**config.mk**
```make
export PLATFORM = sky130hd
export DESIGN_NAME = bounded_positional_list
export DESIGN_NICKNAME = d
export VERILOG_FILES = /design/src/design/blp_pkg.sv /design/src/design/bounded_positional_list.sv /design/src/design/blp_cell.sv
export SDC_FILE = /design/constraint.sdc
export NUM_CORES = 2
export LEC_CHECK = 0
export ABC_CLOCK_PERIOD_IN_PS = 15850
export BUFFER_PORTS_ARGS = -buffer_cell sky130_fd_sc_hd__buf_2
export CORE_MARGIN = 2
export CORE_UTILIZATION = 40
export CTS_CLUSTER_SIZE = 20
export DETAILED_ROUTE_END_ITERATION = 10
export PLACE_DENSITY = 0.58
export SLEW_MARGIN = 20
export SYNTH_ARGS = -nofsm -noshare
export SYNTH_HDL_FRONTEND = slang
export SYNTH_SLANG_ARGS = --single-unit
```
**constraint.sdc**
```tcl
create_clock -name clk -period 15.85 [get_ports clk]
set_input_delay 2.3775 -clock clk [delete_from_list [all_inputs] [get_ports clk]]
set_output_delay 2.3775 -clock clk [all_outputs]
set_load 0.005 [all_outputs]
```
**src/design/blp_pkg.sv**
```systemverilog
// Shared constants, request codes and cell command types for the bounded positional list.
package blp_pkg;

	// Sizes of the list and of its fields.
	localparam int CAPACITY    = 16;
	localparam int VALUE_WIDTH = 32;
	localparam int IDX_W       = 8;
	localparam int KIND_W      = 4;
	localparam int OUT_VALUE_W = 32;
	localparam int SLOT_W      = (CAPACITY > 1) ? $clog2(CAPACITY) : 1;

	typedef logic [IDX_W-1:0]       idx_t;
	typedef logic [VALUE_WIDTH-1:0] value_t;

	// Request kinds carried on the input tuser.
	typedef enum logic [KIND_W-1:0] {
		KIND_INSERT     = 4'd0,
		KIND_REMOVE     = 4'd1,
		KIND_SEARCH     = 4'd2,
		KIND_SELECT     = 4'd3,
		KIND_REPLACE    = 4'd4,
		KIND_PUSH_FRONT = 4'd5,
		KIND_PUSH_BACK  = 4'd6,
		KIND_POP_FRONT  = 4'd7,
		KIND_POP_BACK   = 4'd8
	} kind_t;

	// Action broadcast to every cell of the chain.
	typedef enum logic [1:0] {
		CELL_HOLD,
		CELL_INSERT,
		CELL_REMOVE,
		CELL_WRITE
	} cell_op_t;

	typedef struct packed {
		cell_op_t op;
		idx_t     pos;
		idx_t     count;
		value_t   value;
	} cell_cmd_t;

	// One result beat before packing.
	typedef struct packed {
		logic                   is_full;
		logic                   is_empty;
		idx_t                   entry_count;
		logic [OUT_VALUE_W-1:0] read_value;
		idx_t                   found_index;
		logic                   ok;
	} result_t;

endpackage

```
**src/design/bounded_positional_list.sv**
```systemverilog
// Top level of the bounded positional list: request register, cell chain and result register.
// The list keeps up to CAPACITY values in a row of cells, entry 0 in the first cell. A request
// beat carries the kind on s_tuser and the position and value on s_tdata; each request gives
// exactly one result beat. A request waits in the request register until the result register is
// free and then executes: every cell shifts, loads or holds at once and the result is registered.
// The block takes no new request until the held one has executed. Searches resolve through the
// hit chain that runs along the cells in the execute cycle. A waiting result blocks execution
// and, while a request is held, the acceptance of the next request.
module bounded_positional_list (
	input  logic        clk,
	input  logic        arst_n,
	input  logic        s_tvalid,
	output logic        s_tready,
	input  logic [39:0] s_tdata,   // position [7:0], item_value [39:8]
	input  logic [3:0]  s_tuser,   // kind [3:0]
	output logic        m_tvalid,
	input  logic        m_tready,
	output logic [55:0] m_tdata    // ok [0], found_index [8:1], read_value [40:9],
	                               // entry_count [48:41], is_empty [49], is_full [50], zero above
);
	import blp_pkg::*;

	logic            req_valid_s1;
	logic [KIND_W-1:0] kind_s1;
	idx_t            pos_s1;
	value_t          value_s1;

	idx_t            count_q;
	logic            m_tvalid_q;
	result_t         result_q;

	logic            exec;
	cell_cmd_t       cmd;
	cell_cmd_t       cmd_exec;
	idx_t            next_count;
	result_t         result_d;
	logic            can_put;
	logic            pos_live;
	idx_t            first_idx;

	value_t          cell_val   [CAPACITY];
	idx_t            found_part [CAPACITY];
	logic [CAPACITY:0] hit_chain;

	assign s_tready = !req_valid_s1;
	assign exec     = req_valid_s1 && (!m_tvalid_q || m_tready);

	// Request register.
	always_ff @(posedge clk or negedge arst_n) begin
		if (!arst_n) begin
			req_valid_s1 <= 1'b0;
		end else if (s_tvalid && s_tready) begin
			req_valid_s1 <= 1'b1;
		end else if (exec) begin
			req_valid_s1 <= 1'b0;
		end
	end

	always_ff @(posedge clk) begin
		if (s_tvalid && s_tready) begin
			kind_s1  <= s_tuser;
			pos_s1   <= s_tdata[7:0];
			value_s1 <= s_tdata[8 +: VALUE_WIDTH];
		end
	end

	// The cell chain.
	assign hit_chain[0] = 1'b0;

	for (genvar g = 0; g < CAPACITY; g++) begin : g_cell
		value_t left_v;
		value_t right_v;

		if (g == 0) begin : g_first
			assign left_v = '0;
		end else begin : g_mid_l
			assign left_v = cell_val[g-1];
		end

		if (g == CAPACITY - 1) begin : g_last
			assign right_v = '0;
		end else begin : g_mid_r
			assign right_v = cell_val[g+1];
		end

		blp_cell u_cell (
			.clk         (clk),
			.cell_idx    (IDX_W'(g)),
			.cmd         (cmd_exec),
			.left_value  (left_v),
			.right_value (right_v),
			.hit_in      (hit_chain[g]),
			.value       (cell_val[g]),
			.hit_out     (hit_chain[g+1]),
			.found_part  (found_part[g])
		);
	end

	// At most one cell reports its index, so the parts merge by OR.
	always_comb begin
		first_idx = '0;
		for (int i = 0; i < CAPACITY; i++) begin
			first_idx = first_idx | found_part[i];
		end
	end

	assign can_put  = (count_q < IDX_W'(CAPACITY));
	assign pos_live = (pos_s1 < count_q);

	// Decode the request into a cell action and a result.
	always_comb begin
		cmd.op    = CELL_HOLD;
		cmd.pos   = pos_s1;
		cmd.count = count_q;
		cmd.value = value_s1;
		next_count = count_q;
		result_d   = '0;

		unique case (kind_s1)
			KIND_INSERT: begin
				if (can_put && (pos_s1 <= count_q)) begin
					cmd.op      = CELL_INSERT;
					next_count  = count_q + IDX_W'(1);
					result_d.ok = 1'b1;
				end
			end
			KIND_PUSH_FRONT: begin
				if (can_put) begin
					cmd.op      = CELL_INSERT;
					cmd.pos     = '0;
					next_count  = count_q + IDX_W'(1);
					result_d.ok = 1'b1;
				end
			end
			KIND_PUSH_BACK: begin
				if (can_put) begin
					cmd.op      = CELL_INSERT;
					cmd.pos     = count_q;
					next_count  = count_q + IDX_W'(1);
					result_d.ok = 1'b1;
				end
			end
			KIND_REMOVE: begin
				if (pos_live) begin
					cmd.op      = CELL_REMOVE;
					next_count  = count_q - IDX_W'(1);
					result_d.ok = 1'b1;
				end
			end
			KIND_POP_FRONT: begin
				if (count_q != '0) begin
					cmd.op      = CELL_REMOVE;
					cmd.pos     = '0;
					next_count  = count_q - IDX_W'(1);
					result_d.ok = 1'b1;
				end
			end
			KIND_POP_BACK: begin
				if (count_q != '0) begin
					cmd.op      = CELL_REMOVE;
					cmd.pos     = count_q - IDX_W'(1);
					next_count  = count_q - IDX_W'(1);
					result_d.ok = 1'b1;
				end
			end
			KIND_SEARCH: begin
				result_d.ok          = hit_chain[CAPACITY];
				result_d.found_index = hit_chain[CAPACITY] ? first_idx : count_q;
			end
			KIND_SELECT: begin
				if (pos_live) begin
					result_d.ok         = 1'b1;
					result_d.read_value = OUT_VALUE_W'(cell_val[pos_s1[SLOT_W-1:0]]);
				end else begin
					result_d.read_value = OUT_VALUE_W'(count_q);
				end
			end
			KIND_REPLACE: begin
				if (pos_live) begin
					cmd.op      = CELL_WRITE;
					result_d.ok = 1'b1;
				end
			end
			default: begin
			end
		endcase

		result_d.entry_count = next_count;
		result_d.is_empty    = (next_count == '0);
		result_d.is_full     = (next_count == IDX_W'(CAPACITY));
	end

	// Cells act only in the execute cycle.
	always_comb begin
		cmd_exec = cmd;
		if (!exec) begin
			cmd_exec.op = CELL_HOLD;
		end
	end

	// Count and result register.
	always_ff @(posedge clk or negedge arst_n) begin
		if (!arst_n) begin
			count_q    <= '0;
			m_tvalid_q <= 1'b0;
		end else if (exec) begin
			count_q    <= next_count;
			m_tvalid_q <= 1'b1;
		end else if (m_tready) begin
			m_tvalid_q <= 1'b0;
		end
	end

	always_ff @(posedge clk) begin
		if (exec) begin
			result_q <= result_d;
		end
	end

	assign m_tvalid = m_tvalid_q;
	assign m_tdata  = {5'b0, result_q};

	// The count never passes the capacity.
	a_count_bound: assert property (@(posedge clk) disable iff (!arst_n)
		count_q <= IDX_W'(CAPACITY))
		else $error("entry count above capacity");

	// A stalled result keeps the list from changing.
	a_stall_holds_count: assert property (@(posedge clk) disable iff (!arst_n)
		(m_tvalid && !m_tready) |=> $stable(count_q))
		else $error("list changed while a result was stalled");

	// The count moves by at most one per request.
	a_count_step: assert property (@(posedge clk) disable iff (!arst_n)
		1'b1 |=> (count_q == $past(count_q) || count_q == $past(count_q) + IDX_W'(1)
			|| count_q == $past(count_q) - IDX_W'(1)))
		else $error("entry count jumped");

endmodule

```
**src/design/blp_cell.sv**
```systemverilog
// One list slot: holds a value, shifts with its neighbors and reports search hits.
module blp_cell (
	input  logic               clk,
	input  blp_pkg::idx_t      cell_idx,
	input  blp_pkg::cell_cmd_t cmd,
	input  blp_pkg::value_t    left_value,
	input  blp_pkg::value_t    right_value,
	input  logic               hit_in,
	output blp_pkg::value_t    value,
	output logic               hit_out,
	output blp_pkg::idx_t      found_part
);
	import blp_pkg::*;

	value_t         value_q;
	logic           occupied;
	logic           match;
	logic [IDX_W:0] next_idx;

	// A slot is live when it lies below the count.
	assign occupied = (cell_idx < cmd.count);
	assign next_idx = {1'b0, cell_idx} + {{IDX_W{1'b0}}, 1'b1};

	// Search: the first live slot that matches claims the hit chain.
	assign match      = occupied && (value_q == cmd.value);
	assign hit_out    = hit_in | match;
	assign found_part = (match && !hit_in) ? cell_idx : '0;

	assign value = value_q;

	// Insert shifts the tail right, remove shifts it left, write replaces in place.
	always_ff @(posedge clk) begin
		unique case (cmd.op)
			CELL_INSERT: begin
				if (cell_idx == cmd.pos) begin
					value_q <= cmd.value;
				end else if ((cell_idx > cmd.pos) && (cell_idx <= cmd.count)) begin
					value_q <= left_value;
				end
			end
			CELL_REMOVE: begin
				if ((cell_idx >= cmd.pos) && (next_idx < {1'b0, cmd.count})) begin
					value_q <= right_value;
				end
			end
			CELL_WRITE: begin
				if (cell_idx == cmd.pos) begin
					value_q <= cmd.value;
				end
			end
			default: begin
			end
		endcase
	end

endmodule

```
# After elaboration in Yosys (flattened, before gate mapping)
# Cells that the tools add are included.
dict set report word_totals {
  output_inout_bits 58
  ff_bits 617
  wordCells 471
  in_bits 48
}
dict set report classes {
  reduce_logical 111
  addsub 2
  magnitude_cmp 84
  mux 124
  n_bitwise 30
  n_eq_ne 91
}
# cell count
set ops {}
lappend ops {{2-to-1 mux 32 bit} 66}
lappend ops {{one-hot mux 32 bit (3 select lines)} 16}
lappend ops {{== test 32 bit} 16}
lappend ops {{binary-select mux 32 bit (select 4 bit)} 1}
lappend ops {{< comparator 4 x 8 -> 1 bit, first input constant} 16}
lappend ops {{bitwise OR 8 bit} 14}
lappend ops {{logical AND 1 bit} 66}
lappend ops {{== test 4 x 8 -> 1 bit, first input constant} 8}
lappend ops {{greater-or-equal comparator 4 x 8 -> 1 bit, first input constant} 8}
lappend ops {{greater-than comparator 4 x 8 -> 1 bit, first input constant} 8}
lappend ops {{<= comparator 4 x 8 -> 1 bit, first input constant} 8}
lappend ops {{< comparator 3 x 8 -> 1 bit, first input constant} 8}
lappend ops {{inequality test 2 x 1 -> 1 bit, second input constant} 32}
lappend ops {{one-hot mux 8 bit (4 select lines)} 2}
lappend ops {{AND reduction 4 bit} 16}
lappend ops {{2-to-1 mux 8 bit} 6}
lappend ops {{inequality test 3 x 1 -> 1 bit, second input constant} 16}
lappend ops {{== test 3 x 8 -> 1 bit, first input constant} 4}
lappend ops {{greater-or-equal comparator 3 x 8 -> 1 bit, first input constant} 4}
lappend ops {{greater-than comparator 3 x 8 -> 1 bit, first input constant} 4}
lappend ops {{<= comparator 3 x 8 -> 1 bit, first input constant} 4}
lappend ops {{< comparator 2 x 8 -> 1 bit, first input constant} 4}
lappend ops {{2-to-1 mux 4 bit} 8}
lappend ops {{< comparator 1 x 8 -> 1 bit, first input constant} 3}
lappend ops {{41 further kinds} 104}

# Logic depth before layout (Yosys ltp)
dict set report depth {
  word_depth 21
  ltp_mapped 18
  mapped_depth_nobuf 11
}

# Cells and area by module
# From an unflattened synthesis, not the netlist that was laid out.
dict set report unflattened {
  cells_unflattened 5456
  hier_area_um2 54808.8
}
# module area_per_inst_um2 seq_area_each_um2 cells_each instances
set by_module_without_submodules {}
lappend by_module_without_submodules {{blp_cell at g_cell[0].u_cell ...} 2864.0 960.9 302 11}
lappend by_module_without_submodules {{blp_cell at g_cell[6].u_cell ...} 2889.0 960.9 300 4}
lappend by_module_without_submodules {bounded_positional_list 8868.5 3103.0 633 1}
lappend by_module_without_submodules {{blp_cell at g_cell[5].u_cell} 2880.3 960.9 301 1}

# Worst setup path after synthesis
# No wires, ideal clock.
dict set report synth_timing {
  path_type {register to register}
  from {register pos_s1[0]}
  to {register g_cell[7].u_cell.value_q[0], enable pin}
  setup_ns 0.480
  synth_period_minus_slack_ns 6.719
  path_buffers 5
  path_slack_ns 9.131
  required_time_ns 15.370
  arrival_ns 6.238
  stages_incl_launch_ff 16
  path_cell_list {edfxtp_1 clkbuf_1 buf_1 clkbuf_1 clkbuf_1 inv_1 ha_1 and4_1 a31oi_1 o21ai_0 a21oi_1 nor3b_1 o211ai_1 buf_1 nand4_1 a311oi_1}
}
dict set report synth_between {
  elab_chain_cells 8
  word_cells_on_any_way 26
  cone_classes {4 x order compare; 7 x eq/ne; 10 x mux; 5 x reduce/logical}
}
# item line_no
set synth_rtl {}
lappend synth_rtl {{start, declared} bounded_positional_list.sv:25} ;# idx_t pos_s1;
lappend synth_rtl {{start signal, assigned} bounded_positional_list.sv:62} ;# pos_s1 <= s_tdata[7:0];
lappend synth_rtl {{<= comparator 8 bit} bounded_positional_list.sv:121} ;# if (can_put && (pos_s1 <= count_q)) begin
lappend synth_rtl {{logical AND 1 bit} bounded_positional_list.sv:121}
lappend synth_rtl {{2-to-1 mux 1 bit} bounded_positional_list.sv:121}
lappend synth_rtl {{one-hot mux 2 bit (7 select lines)} bounded_positional_list.sv:119} ;# unique case (kind_s1)
lappend synth_rtl {{2-to-1 mux 2 bit} bounded_positional_list.sv:196} ;# if (!exec) begin
lappend synth_rtl {{== test 2 x 1 -> 1 bit / == test 2 bit (equally long branches)} blp_cell.sv:33} ;# unique case (cmd.op)
lappend synth_rtl {{inequality test 3 x 1 -> 1 bit (no source line), or another cell as far along} -}
lappend synth_rtl {{AND reduction 4 bit (no source line) (*)} -}
lappend synth_rtl {{end signal, assigned} blp_cell.sv:36} ;# value_q <= cmd.value;
lappend synth_rtl {{end signal, assigned} blp_cell.sv:38} ;# value_q <= left_value;
lappend synth_rtl {{end signal, assigned} blp_cell.sv:43} ;# value_q <= right_value;
lappend synth_rtl {{end, declared} blp_cell.sv:15} ;# value_t value_q;
# Every way passes the cells marked *; elsewhere a longest branch is shown, timed or not.
# A chain may end at the register's enable or synchronous reset.

# Worst setup path in the final report
dict set report layout_timing {
  from {register count_q[3]}
  to {register g_cell[9].u_cell.value_q[0], enable pin}
}
dict set report layout_between {
  elab_chain_cells 8
  word_cells_on_any_way 31
  cone_classes {1 x add/sub; 7 x order compare; 7 x eq/ne; 10 x mux; 6 x reduce/logical}
}
# item line_no
set layout_rtl {}
lappend layout_rtl {{start, declared} bounded_positional_list.sv:28} ;# idx_t count_q;
lappend layout_rtl {{start signal, assigned} bounded_positional_list.sv:207} ;# count_q <= next_count;
lappend layout_rtl {{branches (longest 7 deep; another with subtractor 8 x 1 -> 8 bit)} -}
lappend layout_rtl {{AND reduction 4 bit (no source line) (*)} -}
lappend layout_rtl {{end signal, assigned} blp_cell.sv:36}
lappend layout_rtl {{end signal, assigned} blp_cell.sv:38}
lappend layout_rtl {{end signal, assigned} blp_cell.sv:43}
lappend layout_rtl {{end, declared} blp_cell.sv:15}
# Every way passes the cells marked *.

==> metrics.sh <==
DIE_AREA_UM2=100000
FIRST_PASS_ITERS=5
CLKSINKCOUNT=617
GRT_PASS1_WL_UM=222000
MOSTFREQUENTLAYOUTCELL='sky130_fd_sc_hd__nor2_1'
TOTAL_POWER_DRAW_W=0.00577
PATH_CLK_SLEW_NS=0.06
DRT-TOTAL-WL_UM=155000
SYNTH.FF_LATCH_COUNT=617
WIRE_PER_INST_UM=31.2
DRIVE_ABOVE_1_SHARE_PCT=14.3
SYNTHDOMINANTCELLAREASHARE_PCT=46.5
YS_ASYNC_SR_FRACTION_PCT=1.62
SETUP_VIOL_COUNT_FINAL=0
POST-ROUTE-MIN-PERIOD_NS=5.45
SYNTH-EDFF-COUNT=607
AREA.GROWTH.SYNTH_TO_FINAL_PCT=9.34
HTREE_NUM_LEVELS=3
ROUTABILITYCONGESTION=0.975
PERIOD_SHARE_PCT=34.4
YOSYSSEQAREASHARE_PCT=47.2
YOSYSUNIQUECELLTYPES=89
CRITICAL_PATH_PEAK_FANOUT=71
DIEWIDTH_UM=317
GRT_SETUP_UNREPAIRED='no'
GRT_START_MAX_NET_PINS=179
YS_DOMINANT_REG_CELL='sky130_fd_sc_hd__edfxtp_1'
INITIALDRTVIOLATIONCOUNT=5367
POWER.DENSITY_nW_PER_UM2=135
INSERTION_DELAY_NS=0.68
CTS-BUFFERS-INSERTED=75
PORT_BUFFERS=100
DESIGN.PORTCOUNT=106
TIMING.CRITICAL_PATH.TO_TYPE='register'
MAPPEDNETLISTAREA_UM2=39200
FIRST_GLOBAL_VIAS=29909
CTS_TREE='built'
SETUP.WORST_PATH.START_CLASS='register'
HOLD_CRIT_CLASS='reg -> reg'
SYNTH_TOP_CELL_BY_AREA='sky130_fd_sc_hd__edfxtp_1'
ROUTE.DETAILED.DRC=0
CRITICAL_PATH_REQUIRED_NS=16.13
PEAKVDDDROP_V=0.0000805
CTS_ROOT_BUF='sky130_fd_sc_hd__clkbuf_16'
CTS_POST_SETUP_BUFFERS_INSERTED=0
POST_CTS_HOLD_BUFFER_COUNT=0
RUN_STATUS='completed'
NUMBER_OF_ANTENNA_VIOLATIONS_AT_THE_FIRST_CHECK_IN_GLOBAL_ROUTING=9
WORST_PIN_SLEW_NS=1.23
CTSRESIZECOUNT=0
START_UTIL_PCT=40.5
ROUTED-VIA-COUNT=32095
WORST_SLEW_MARGIN_REL_PCT=18.3
CRITPATHKIND='reg -> reg'
FIN_WORST_SKEW_NS=0.0363
CAP_VIOL_MAX_COUNT=0
SYNTH_AREA_LEADERS='sky130_fd_sc_hd__edfxtp_1 47%, sky130_fd_sc_hd__mux4_2 9.2%, sky130_fd_sc_hd__xnor2_1 8.1%'
CLOCKBUFFERDEPTH=3
FINALHOLDVIOLCOUNT=0
DIE_HEIGHT_UM=317
SYNTH_WARNINGS=0
SLEW_VIOLATIONS=0
ANTENNA_VIOLATING_NETS_LEFT=0
NUM-FILL-CELLS=9035
SYN_INST=3710
TOTALNEGATIVESETUPSLACK_NS=0
MAX_FREQ_MHz=183
LEAKAGE_nW=14.2
MULTI_INPUT_COMB_AREA_UM2=19100
MOSTFREQUENTLAYOUTCELLS='815 x sky130_fd_sc_hd__nor2_1, 607 x sky130_fd_sc_hd__edfxtp_1, 419 x sky130_fd_sc_hd__o22ai_1, 364 x sky130_fd_sc_hd__xnor2_1, 160 x sky130_fd_sc_hd__mux4_2'
DP.FINAL_HPWL_UM=108000
SEQCELLAREA_UM2=18500
FLOORPLAN.CORE_AREA_UM2=96900
ROWS=114
VIAS_PER_CELL=6.46
GRTUSAGETOTAL_PCT=30.4
NUM-NETS-FINAL=3693
SYNTH.AVG_CELL_AREA_UM2=10.6
GRT-OVFL-TOTAL=0
CRITICAL_PATH_ARRIVAL_NS=5.73
[power by group]
part           total [W]  leakage [nW]  switching [W]  internal (W)
Combinational    0.00195          7.50        0.00132      0.000630
Clock            0.00165          1.09       0.000757      0.000897
Sequential       0.00216          5.65       0.000144       0.00202
[synthesized netlist by cell type (6+ instances only)]
cell type,count
sky130_fd_sc_hd__and3_1,7
sky130_fd_sc_hd__o21ai_0,33
sky130_fd_sc_hd__a21o_1,11
sky130_fd_sc_hd__ha_1,13
sky130_fd_sc_hd__buf_2,130
sky130_fd_sc_hd__a21oi_1,68
sky130_fd_sc_hd__a31oi_1,11
sky130_fd_sc_hd__buf_4,20
sky130_fd_sc_hd__clkbuf_1,135
sky130_fd_sc_hd__o21a_1,12
sky130_fd_sc_hd__nand3_1,28
sky130_fd_sc_hd__nand2_1,143
sky130_fd_sc_hd__o22ai_1,419
sky130_fd_sc_hd__nand4_1,110
sky130_fd_sc_hd__a22o_1,65
sky130_fd_sc_hd__and2_1,6
sky130_fd_sc_hd__dfrtp_1,10
sky130_fd_sc_hd__a22oi_1,33
sky130_fd_sc_hd__xnor2_1,364
sky130_fd_sc_hd__buf_1,55
sky130_fd_sc_hd__mux4_2,160
sky130_fd_sc_hd__xor2_1,154
sky130_fd_sc_hd__nor2_1,818
sky130_fd_sc_hd__nor2b_1,33
sky130_fd_sc_hd__buf_6,11
sky130_fd_sc_hd__inv_1,43
sky130_fd_sc_hd__nor4_1,59
sky130_fd_sc_hd__edfxtp_1,607
sky130_fd_sc_hd__nor3_1,33
[through the flow]
stage          utilization (%)  instance area [um^2]  cells  hold WS, ns  worst slack (ns)
2_1_floorplan                -                 39200   3714        0.496              9.13
3_3_place_gp              41.9                 40600   4831        0.501             10.30
3_5_place_dp              41.9                 40600   4831        0.492             10.35
4_1_cts                   44.2                 42800   4967        0.510             10.52
5_1_grt                   44.2                 42800   4967        0.553             10.14
6_report                  44.2                 42800   4969        0.505             10.40
[registers in the layout, summed over array words and instances (netlist names)]
register / count
g_cell.u_cell.value: 512
pos_s1: 8
count_q: 8
value_s1: 32
m_tdata: 51
kind_s1: 4
m_tvalid: 1
req_valid_s1: 1
[cell type report]
class	count	area share, %
diodes	2	0.0117
well taps	1276	3.73
repair buffers	192	2.87
flip-flops and latches	617	43.1
multi-input cells	2701	44.6
clock inverters	40	0.698
clock buffers	96	4.56
inverters	45	0.394
[worst paths after layout]
path,to,start,cells after the start,slack [ns]
worst max-delay path,g_cell[9].u_cell.value[0],count_q[3],12,10.40
worst min-delay path,m_tvalid,m_tvalid,2,0.51
worst max register to register,g_cell[9].u_cell.value[0],count_q[3],12,10.40
worst min register to register,m_tvalid,m_tvalid,2,0.51
max in group asynchronous,count_q[7],arst_n,1,14.06
min in group asynchronous,m_tvalid,arst_n,1,1.58
[worst max-delay path: stages, from the launching register on]
cell and delay [ns]:
sky130_fd_sc_hd__dfrtp_1 0.77, sky130_fd_sc_hd__clkinv_1 0.43, sky130_fd_sc_hd__ha_1 0.41, sky130_fd_sc_hd__and4_1 0.24, sky130_fd_sc_hd__a31oi_1 0.09, sky130_fd_sc_hd__o21ai_0 0.14
sky130_fd_sc_hd__a21oi_1 0.15, sky130_fd_sc_hd__nor3b_1 0.62, sky130_fd_sc_hd__or4b_4 0.90, sky130_fd_sc_hd__o31ai_1 0.42, sky130_fd_sc_hd__a22o_1 0.30, sky130_fd_sc_hd__nor3_2 0.10
sky130_fd_sc_hd__buf_4 0.45
[cell families (layout without fill, tap and decap cells)]
logic type                 after synthesis  after routing  share of synthesized area, %
other                                    1              7                       0.00957
buffers and inverters                  396            373                          4.61
AOI/OAI and AO/OA                      720            720                          12.5
xor gates and xnor gates               518            518                          11.6
adders and majority gates               14             14                         0.441
muxes                                  161            161                          9.22
DFF                                    617            617                          47.2
and+or+nand+nor                       1283           1283                          14.5
[layer usage]
| layer | share of wire (%) | GRT usage, % | up-vias |
|---|---|---|---|
| li1 | - | - | 13576 |
| met1 | 39 | 42.7 | 15946 |
| met2 | 45 | 46.5 | 2340 |
| met3 | 13 | 7.40 | 233 |
| met4 | 3.5 | 9.26 | 0 |
| met5 | 0 | 0 | - |
Power figures use the tool's default switching activity.
